## src/ssfs_pkg.sv

```systemverilog
`default_nettype none
package ssfs_pkg;

  // one input beat as it sits in the input register
  typedef struct packed {
    logic [7:0] text_byte;
    logic       byte_valid;
    logic       end_of_script;
  } item_t;

  // the three sticky feature flags
  typedef struct packed {
    logic xtrace;
    logic source;
    logic argv0;
  } flags_t;

  // line phase: leading blanks, a dot after them, rest of the line
  typedef enum logic [1:0] {
    PH_LEAD = 2'd0,
    PH_DOT  = 2'd1,
    PH_REST = 2'd2
  } phase_t;

  localparam int unsigned HIST_DEPTH = 12;
  localparam int unsigned WIN_DEPTH  = HIST_DEPTH + 1;

  // current byte at index 0, older bytes above it
  typedef logic [WIN_DEPTH-1:0][7:0]  window_t;
  typedef logic [HIST_DEPTH-1:0][7:0] hist_t;

  localparam logic [7:0] CH_NL  = 8'h0A;
  localparam logic [7:0] CH_TAB = 8'h09;
  localparam logic [7:0] CH_SP  = 8'h20;
  localparam logic [7:0] CH_DOT = 8'h2E;

  // literals packed so that the last character lands at index 0
  localparam window_t LIT_SET_X    = window_t'("set -x");
  localparam window_t LIT_SET_O    = window_t'("set -o xtrace");
  localparam window_t LIT_SOURCE   = window_t'("source ");
  localparam window_t LIT_DOLLAR0  = window_t'("$0");
  localparam window_t LIT_BASH_SRC = window_t'({"${BASH", "_SOURCE"});

  localparam int unsigned LEN_SET_X    = 6;
  localparam int unsigned LEN_SET_O    = 13;
  localparam int unsigned LEN_SOURCE   = 7;
  localparam int unsigned LEN_DOLLAR0  = 2;
  localparam int unsigned LEN_BASH_SRC = 13;

  // true when the first len bytes of the window equal the literal
  function automatic logic lit_match(window_t w, window_t lit, int unsigned len);
    logic hit;
    hit = 1'b1;
    for (int k = 0; k < int'(WIN_DEPTH); k++) begin
      if ((k < int'(len)) && (w[k] != lit[k])) begin
        hit = 1'b0;
      end
    end
    return hit;
  endfunction

endpackage
`default_nettype wire

```

## src/shell_script_feature_scanner.sv

```systemverilog
// channel | dir | handshake             | fields
// in      | in  | in_valid / in_ready   | in_text_byte, in_byte_valid, in_end_of_script
// out     | out | out_valid / out_ready | out_found_xtrace, out_found_source, out_found_argv0
//
// one input beat per cycle but for the stall below; a result passes the input register first
// and then the result register; the scan state (history, line phase, flags) updates per beat
// reset is synchronous, active low, and clears handshake and scan state
// beats without an end mark never wait on the output side
// an end-marked beat waits in the input register while the result register is full
`default_nettype none
module shell_script_feature_scanner
  import ssfs_pkg::*;
(
  input  wire logic       clk,
  input  wire logic       rst_n,
  input  wire logic       in_valid,
  output logic            in_ready,
  input  wire logic [7:0] in_text_byte,
  input  wire logic       in_byte_valid,
  input  wire logic       in_end_of_script,
  output logic            out_valid,
  input  wire logic       out_ready,
  output logic            out_found_xtrace,
  output logic            out_found_source,
  output logic            out_found_argv0
);

  item_t  in_item, s1_item;
  logic   s1_valid, s1_adv, out_free, res_valid;
  flags_t res_flags, out_flags;

  assign in_item.text_byte     = in_text_byte;
  assign in_item.byte_valid    = in_byte_valid;
  assign in_item.end_of_script = in_end_of_script;

  // input register
  ssfs_in_stage u_in_stage (
    .clk      (clk),
    .rst_n    (rst_n),
    .in_valid (in_valid),
    .in_ready (in_ready),
    .in_item  (in_item),
    .s1_adv   (s1_adv),
    .s1_valid (s1_valid),
    .s1_item  (s1_item)
  );

  // literal match and sticky state
  ssfs_scan_core u_scan_core (
    .clk       (clk),
    .rst_n     (rst_n),
    .s1_valid  (s1_valid),
    .s1_item   (s1_item),
    .out_free  (out_free),
    .s1_adv    (s1_adv),
    .res_valid (res_valid),
    .res_flags (res_flags)
  );

  // result register
  ssfs_out_stage u_out_stage (
    .clk       (clk),
    .rst_n     (rst_n),
    .res_valid (res_valid),
    .res_flags (res_flags),
    .out_free  (out_free),
    .out_valid (out_valid),
    .out_ready (out_ready),
    .out_flags (out_flags)
  );

  assign out_found_xtrace = out_flags.xtrace;
  assign out_found_source = out_flags.source;
  assign out_found_argv0  = out_flags.argv0;

endmodule
`default_nettype wire

```

## src/ssfs_in_stage.sv

```systemverilog
`default_nettype none
module ssfs_in_stage
  import ssfs_pkg::*;
(
  input  wire logic  clk,
  input  wire logic  rst_n,
  input  wire logic  in_valid,
  output logic       in_ready,
  input  wire item_t in_item,
  input  wire logic  s1_adv,
  output logic       s1_valid,
  output item_t      s1_item
);

  logic  s1_valid_r, s1_valid_nxt;
  item_t s1_item_r;
  logic  in_take;

  // room when empty or when the held beat moves on this cycle
  assign in_ready = !s1_valid_r || s1_adv;
  assign in_take  = in_valid && in_ready;

  always_comb begin
    s1_valid_nxt = s1_valid_r;
    if (in_take) begin
      s1_valid_nxt = 1'b1;
    end else if (s1_adv) begin
      s1_valid_nxt = 1'b0;
    end
  end

  always_ff @(posedge clk) begin
    if (!rst_n) begin
      s1_valid_r <= 1'b0;
    end else begin
      s1_valid_r <= s1_valid_nxt;
    end
  end

  // payload capture
  always_ff @(posedge clk) begin
    if (in_take) begin
      s1_item_r <= in_item;
    end
  end

  assign s1_valid = s1_valid_r;
  assign s1_item  = s1_item_r;

endmodule
`default_nettype wire

```

## src/ssfs_scan_core.sv

```systemverilog
`default_nettype none
module ssfs_scan_core
  import ssfs_pkg::*;
(
  input  wire logic  clk,
  input  wire logic  rst_n,
  input  wire logic  s1_valid,
  input  wire item_t s1_item,
  input  wire logic  out_free,
  output logic       s1_adv,
  output logic       res_valid,
  output flags_t     res_flags
);

  hist_t   hist_r, hist_nxt, hist_scan;
  phase_t  phase_r, phase_nxt, phase_scan;
  flags_t  flags_r, flags_nxt, flags_scan, hits;
  window_t win;
  logic [7:0] b;

  assign b   = s1_item.text_byte;
  assign win = {hist_r, b};

  // a beat with an end mark needs the result register, others always move
  assign s1_adv = s1_valid && (!s1_item.end_of_script || out_free);

  // literal comparators over the current byte and the history
  always_comb begin
    hits.xtrace = lit_match(win, LIT_SET_X, LEN_SET_X) ||
                  lit_match(win, LIT_SET_O, LEN_SET_O);
    hits.source = lit_match(win, LIT_SOURCE, LEN_SOURCE) ||
                  ((phase_r == PH_DOT) && (b == CH_SP));
    hits.argv0  = lit_match(win, LIT_DOLLAR0, LEN_DOLLAR0) ||
                  lit_match(win, LIT_BASH_SRC, LEN_BASH_SRC);
  end

  // line phase tracking for the dot-space include
  always_comb begin
    if (b == CH_NL) begin
      phase_scan = PH_LEAD;
    end else begin
      unique case (phase_r)
        PH_LEAD: begin
          if ((b == CH_SP) || (b == CH_TAB)) begin
            phase_scan = PH_LEAD;
          end else if (b == CH_DOT) begin
            phase_scan = PH_DOT;
          end else begin
            phase_scan = PH_REST;
          end
        end
        default: phase_scan = PH_REST;
      endcase
    end
  end

  // state after this beat's byte, if it carries one
  always_comb begin
    if (s1_item.byte_valid) begin
      flags_scan = flags_r | hits;
      hist_scan  = {hist_r[HIST_DEPTH-2:0], b};
    end else begin
      flags_scan = flags_r;
      hist_scan  = hist_r;
    end
  end

  // commit, or report and clear at the end of a script
  always_comb begin
    hist_nxt  = hist_r;
    phase_nxt = phase_r;
    flags_nxt = flags_r;
    res_valid = 1'b0;
    res_flags = flags_scan;
    if (s1_adv) begin
      if (s1_item.end_of_script) begin
        res_valid = 1'b1;
        hist_nxt  = '0;
        phase_nxt = PH_LEAD;
        flags_nxt = '0;
      end else begin
        hist_nxt  = hist_scan;
        flags_nxt = flags_scan;
        if (s1_item.byte_valid) begin
          phase_nxt = phase_scan;
        end
      end
    end
  end

  always_ff @(posedge clk) begin
    if (!rst_n) begin
      hist_r  <= '0;
      phase_r <= PH_LEAD;
      flags_r <= '0;
    end else begin
      hist_r  <= hist_nxt;
      phase_r <= phase_nxt;
      flags_r <= flags_nxt;
    end
  end

endmodule
`default_nettype wire

```

## src/ssfs_out_stage.sv

```systemverilog
`default_nettype none
module ssfs_out_stage
  import ssfs_pkg::*;
(
  input  wire logic   clk,
  input  wire logic   rst_n,
  input  wire logic   res_valid,
  input  wire flags_t res_flags,
  output logic        out_free,
  output logic        out_valid,
  input  wire logic   out_ready,
  output flags_t      out_flags
);

  logic   out_valid_r, out_valid_nxt;
  flags_t out_flags_r;

  // register is free when empty or its beat leaves now
  assign out_free = !out_valid_r || out_ready;

  always_comb begin
    out_valid_nxt = out_valid_r;
    if (res_valid) begin
      out_valid_nxt = 1'b1;
    end else if (out_ready) begin
      out_valid_nxt = 1'b0;
    end
  end

  always_ff @(posedge clk) begin
    if (!rst_n) begin
      out_valid_r <= 1'b0;
    end else begin
      out_valid_r <= out_valid_nxt;
    end
  end

  always_ff @(posedge clk) begin
    if (res_valid) begin
      out_flags_r <= res_flags;
    end
  end

  assign out_valid = out_valid_r;
  assign out_flags = out_flags_r;

endmodule
`default_nettype wire

```

## config.mk

```make
export PLATFORM = sky130hd
export DESIGN_NAME = shell_script_feature_scanner
export DESIGN_NICKNAME = d
export VERILOG_FILES = /design/src/ssfs_pkg.sv /design/src/shell_script_feature_scanner.sv /design/src/ssfs_in_stage.sv /design/src/ssfs_scan_core.sv /design/src/ssfs_out_stage.sv
export SDC_FILE = /design/constraint.sdc
export NUM_CORES = 1
export LEC_CHECK = 0
export ABC_AREA = 1
export BUFFER_PORTS_ARGS = -buffer_cell sky130_fd_sc_hd__buf_2
export CORE_MARGIN = 4
export CORE_UTILIZATION = 60
export CTS_CLUSTER_SIZE = 8
export DETAILED_ROUTE_END_ITERATION = 8
export PLACE_DENSITY = 0.86
export REMOVE_ABC_BUFFERS = 1
export SYNTH_ARGS = -nofsm -noshare
export SYNTH_HDL_FRONTEND = slang
export SYNTH_HIERARCHICAL = 1
export SYNTH_SLANG_ARGS = --single-unit
```

## constraint.sdc

```tcl
create_clock -name clk -period 2.2 [get_ports clk]
set_input_delay 0.22 -clock clk [delete_from_list [all_inputs] [get_ports clk]]
set_output_delay 0.22 -clock clk [all_outputs]
set_load 0.005 [all_outputs]
```

# After elaboration in Yosys (flattened, before gate mapping)

Index checks and enable logic that the tools add are counted.

Bitwise logic cells: 1
Equal/unequal tests: 45
Mux-type cells: 57
Reduce and logical (&&, ||, !) cells: 18

Operators with widths:

| operator           | count |
|---|---|
| $ne 8x7->1 const B | 31 |
| $mux 96            | 2 |
| $ne 8x6->1 const B | 9 |
| $mux 1             | 47 |
| $eq 8x4->1 const B | 2 |
| $eq 8x6->1 const B | 2 |
| $mux 2             | 6 |
| $logic_or 1x1->1   | 7 |
| $mux 3             | 2 |
| $reduce_bool 2->1  | 3 |
| $logic_and 1x1->1  | 3 |
| $logic_not 1->1    | 3 |
| $or 3x3->3         | 1 |
| $eq 2x1->1 const B | 1 |
| $logic_not 2->1    | 1 |
| $reduce_and 2->1   | 1 |

Bits of input ports: 14
Register bits after elaboration: 116
Logic and storage cells: 145
Output and inout bits: 5

# Depth between registers and ports, before layout

Depth after elaboration: 18
Depth in mapped cells: 11
Gate-level depth less buffers: 11

# Hierarchy

The synthesis kept the hierarchy.

Modules (own cells, without submodules):

| module         | times used | area each (um^2) | sequential area each (um^2) | cells an instance |
|---|---|---|---|---|
| ssfs_scan_core | 1          | 4874.7           | 2021.9                      | 760 |
| ssfs_in_stage  | 1          | 351.6            | 320.3                       | 17 |
| ssfs_out_stage | 1          | 136.4            | 110.1                       | 9 |

# Worst setup path before layout

Ideal clock, no wire load.

Path type: register to register
From: register u_in_stage.s1_item_r, in the netlist u_in_stage/s1_item[0]
To: register u_in_stage.s1_item_r, in the netlist u_in_stage/s1_item[0], enable pin
Arrival time: 1.334 ns
Path slack: 0.486 ns
Clock period less this slack: 1.714 ns
Library setup time: 0.380 ns
Cell stages (with the launch flop): 6
Cells stage by stage: edfxtp_1 inv_2 o21ai_1 inv_2 inv_2 a21oi_1

Word-level cells in the longest chain between the ends: 5

Ends and longest elaborated chain:

| element                      | line                               | source |
|---|---|---|
| start, declared              | ssfs_in_stage.sv:16                | `item_t s1_item_r;` |
| start signal, assigned       | ssfs_in_stage.sv:43                | `s1_item_r <= in_item;` |
| $logic_not 1->1              | ssfs_scan_core.sv:25               | `assign s1_adv = s1_valid && (!s1_item.end_of_script \|\| out_free);` |
| $logic_or 1x1->1             | ssfs_scan_core.sv:25               |  |
| $logic_and 1x1->1            | ssfs_scan_core.sv:25               |  |
| named net s1_adv             | shell_script_feature_scanner.sv:29 | `logic s1_valid, s1_adv, out_free, res_valid;` |
| $logic_or 1x1->1             | ssfs_in_stage.sv:20                | `assign in_ready = !s1_valid_r \|\| s1_adv;` |
| $logic_and 1x1->1            | ssfs_in_stage.sv:21                | `assign in_take = in_valid && in_ready;` |
| named net u_in_stage.in_take | ssfs_in_stage.sv:17                | `logic in_take;` |

The timed path passes the listed nets, and every way through them passes these cells.
A chain may end at the register's enable or synchronous reset.

# Worst setup path after layout

From: register u_in_stage.s1_item_r, in the netlist u_in_stage/s1_item[0]
To: register u_out_stage.out_valid_r, in the netlist u_out_stage/out_valid

Word-level cells in the longest chain between the ends: 5
Elaborated cells between the ends (all ways): 7
Those cells by class: mux (3); reduce/logical (4)

Ends and longest elaborated chain:

| element                                     | line                               | source |
|---|---|---|
| $logic_not 1->1 (*)                         | ssfs_scan_core.sv:25               |  |
| $logic_or 1x1->1 (*)                        | ssfs_scan_core.sv:25               |  |
| $logic_and 1x1->1 (*)                       | ssfs_scan_core.sv:25               |  |
| named net s1_adv                            | shell_script_feature_scanner.sv:29 |  |
| $mux 1 (*)                                  | ssfs_scan_core.sv:75               | `if (s1_adv) begin` |
| named net res_valid                         | shell_script_feature_scanner.sv:29 |  |
| $mux 1 or $reduce_bool 2->1 (tied branches) | n/a                                |  |
| end signal, assigned                        | ssfs_out_stage.sv:34               | `out_valid_r <= out_valid_nxt;` |
| end, declared                               | ssfs_out_stage.sv:15               | `logic out_valid_r, out_valid_nxt;` |

The timed path passes the listed nets; every way through them passes the cells marked *.

==> summary.txt <==
Global routing
  • Largest net degree at the start of global routing: a little under 100
  • Initial antenna violation count: 0
  • First-pass GRT wire length: between 20 and 25 mm
  • GR Util All Layers: between 20% and 30%
  • Gr ovfl total: 0
  • Vias in the first global route: 4947

STA
  • Hold Vio Cnt, Final: 0
  • Crit share post-route: 88.70%
  • RSZ-0062 raised after global routing: false
  • Fin crit period: between 1500 and 2000 ps
  • Max_slew headroom: 68.68%
  • # setup viols final: 0
  • Tightest Pin Transition: around 470 ps
  • Worst clock skew: approximately 14 ps
  • Hold WS: between 300 and 400 ps
  • Slew Viols, Final: 0
  • Fmax: 0.5125 GHz

Clock tree
  • Clk buf depth: 2
  • Setup Fix Bufs, Post-CTS: 0
  • Post_cts resized: 0
  • CTS tree: yes
  • CTS Root Cell: clkbuf_8
  • Total CTS buffers: 17
  • Clock latency on the worst-skew pair: 530 ps
  • H-tree Lvls: 4
  • Hold buffer count at cts: 13
  • CTS sink cnt: 116
  • Clock slew at reported path FFs: 70 ps

Placed design
  • Area after DPL: ~5500 sq um
  • Placed insts: 877
  • I/O Buffers: 18
  • DP HPWL: between 8 and 9 mm
  • GPL Wtd Cong: 0.9494

Power and ir drop
  • Switching Share: 22.48%
  • Comb pwr share: 4.8%
  • Sw Pwr: between 1000 and 1500 uW
  • Power per cell area: 887.6 nW/um^2
  • Tot Pwr: 5567 uW
  • Int Pwr: between 4000 and 5000 uW
  • Leak Pwr: ~0.0021 uW
  • Sequential Power Share: 39.4%
  • Max IR drop VDD: roughly 0.63 mV
  • Clock network fraction of design power: a little under three fifths

Final layout
  • Commonest non-fill, non-tap cells in the layout: nand2_1 (208), nand3_1 (116), dfxtp_1 (103)
  • Commonest non-fill, non-tap cell in the layout: nand2_1
  • # diodes: 0
  • Fin area: 6272 sq um
  • Fillcell total: between 600 and 700
  • Final net count: slightly above 800
  • Area delta synth->final: 16.96%
  • Share of post-route cells with drive strength above 1: approximately 7.9%
  • Final Core Density: between 70% and 80%
  • Final cell count without fillers: 922

Critical path
  • Worst reg-to-reg setup slack: about 250 ps
  • Worst r2r dst: u_out_stage/out_valid
  • Critical Path Start Type: register
  • Worst setup EP type: register
  • Path depth of the worst reg2reg path: 8
  • Worst-path maximum fanout: 7
  • Setup CP Type: reg -> reg
  • Critical path arrival: 2430 ps
  • R2r startpoint: u_in_stage/s1_item[0]
  • WP data required: 2680 ps

Floorplan
  • Die Width: around 100 microns
  • Starting Density: 61.49%
  • Die height: a little over 100 microns
  • I/O pins: 19
  • Core area: 8721 sq um
  • Num rows: 34
  • Die area: 10510 sq um

Yosys
  • Post-synthesis cell area: roughly 5400 sq um
  • Syn avg cell area: 6.823 sq um
  • Post-synthesis cell type count: 22
  • Synth area leader: dfxtp_1
  • Flops & latches, synth: 116
  • Synth Instances: 786
  • Seq/Total Area, Yosys: 45.73%
  • Top cells by area, synth: dfxtp_1 (38%), nand2_1 (15%), nand3_1 (11%), a21oi_1 (9.5%), edfxtp_1 (7.3%)
  • Ys Warns: 6
  • Post-synth top area share: 38.45%

Status
  • Run status: completed

Detailed routing
  • Drt via density: 5.767
  • DRC violations left: 0
  • Pre-Repair DR Iteration Count: 7
  • WL/cell: ~16 microns
  • Routed Wire Length: between 10 and 15 mm
  • Remaining antenna violation count after routing: 0
  • Iter 0 DRT Violations: 604
  • Vias: between 5000 and 6000

Worst hold path
  • HP Start: out_ready
  • Hold Path Depth: 8
  • Worst hold endpoint: u_in_stage/s1_valid
  • Worst Hold Class: in -> reg

Job
  • Max_cap viols: 0
state kept, by name, indices dropped and copies added (netlist names):
register / cells
u_scan_core/phase_r: 2
u_out_stage/out_valid: 1
u_scan_core/hist_r: 96
u_scan_core/flags_r: 3
u_in_stage/s1_valid: 1
u_out_stage/out_flags: 3
u_in_stage/s1_item: 10
stage by stage:
stage          worst slack (ps)  TNS [ps]
2_1_floorplan             -1044   -103720
3_3_place_gp              619.9         0
3_5_place_dp              507.2         0
4_1_cts                   392.5         0
5_1_grt                   165.9         0
6_report                  248.6         0
critical path: stages (launching register included):
cell	delay [ps]
edfxtp_1	480
inv_2	140
o21ai_1	80
inv_2	150
nand2_1	100
inv_1	170
inv_1	80
a21oi_2	130
dlygate4sd3_1	560
area by class of cell:
| class | instances | area (sq um) | area share (%) |
|---|---|---|---|
| Clock inverter | 15 | 251.5 | 4.010 |
| Tap cell | 108 | 135.1 | 2.154 |
| Inverter | 86 | 322.8 | 5.147 |
| Sequential cell | 116 | 2452 | 39.10 |
| Timing Repair Buffer | 36 | 307.8 | 4.907 |
| Multi-Input combinational cell | 544 | 2389 | 38.08 |
| Clock buffer | 17 | 414.1 | 6.603 |
kinds of logic (layout without fill, tap and decap cells):
group | count (synthesis) | after routing | synth area share [%]
AND/OR/NAND/NOR | 434 | 434 | 33.92
flip-flops | 116 | 116 | 45.73
AO/OA/AOI/OAI | 110 | 110 | 10.62
buffers and inverters | 126 | 154 | 9.729
power groups by stage:
stage	combinational, uW	clock, uW	sequential [uW]
2_1_floorplan	142	0	2230
3_3_place_gp	230	0	2230
3_5_place_dp	233	0	2230
4_1_cts	254	3110	2190
5_1_grt	286	3220	2200
6_report	266	3110	2190
routing by layer:
layer	share of wire [%]	vias up	GRT usage, %
li1	-	2562	-
met1	39	2392	35.33
met2	49	294	46.82
met3	7.8	69	7.713
met4	4.5	0	15.64
met5	0	-	0
cell usage after synthesis, drive strengths merged:
| master | count |
|---|---|
| buf | 26 |
| dfxtp | 103 |
| a21oi | 104 |
| nand4 | 9 |
| inv | 86 |
| nor4 | 2 |
| edfxtp | 13 |
| nand2 | 210 |
| o21ai | 6 |
| nand3 | 116 |
| nor3 | 8 |
| nor2b | 1 |
| clkbuf | 14 |
| nor2 | 88 |
worst max path at each step:
| stage | startpoint | end | cells past startpoint |
|---|---|---|---|
| after CTS | u_in_stage/s1_item[0] | u_out_stage/out_valid | 8 |
| after global routing | u_in_stage/s1_item[0] | u_out_stage/out_valid | 8 |
| after global placement | u_in_stage/s1_item[0] | u_scan_core/hist_r[92] | 8 |
| after floorplan | u_in_stage/s1_item[0] | u_scan_core/hist_r[0] | 7 |
| after detailed placement | u_in_stage/s1_item[0] | u_scan_core/hist_r[56] | 8 |
| final | u_in_stage/s1_item[0] | u_out_stage/out_valid | 8 |
(Power assumes the default switching activity.)
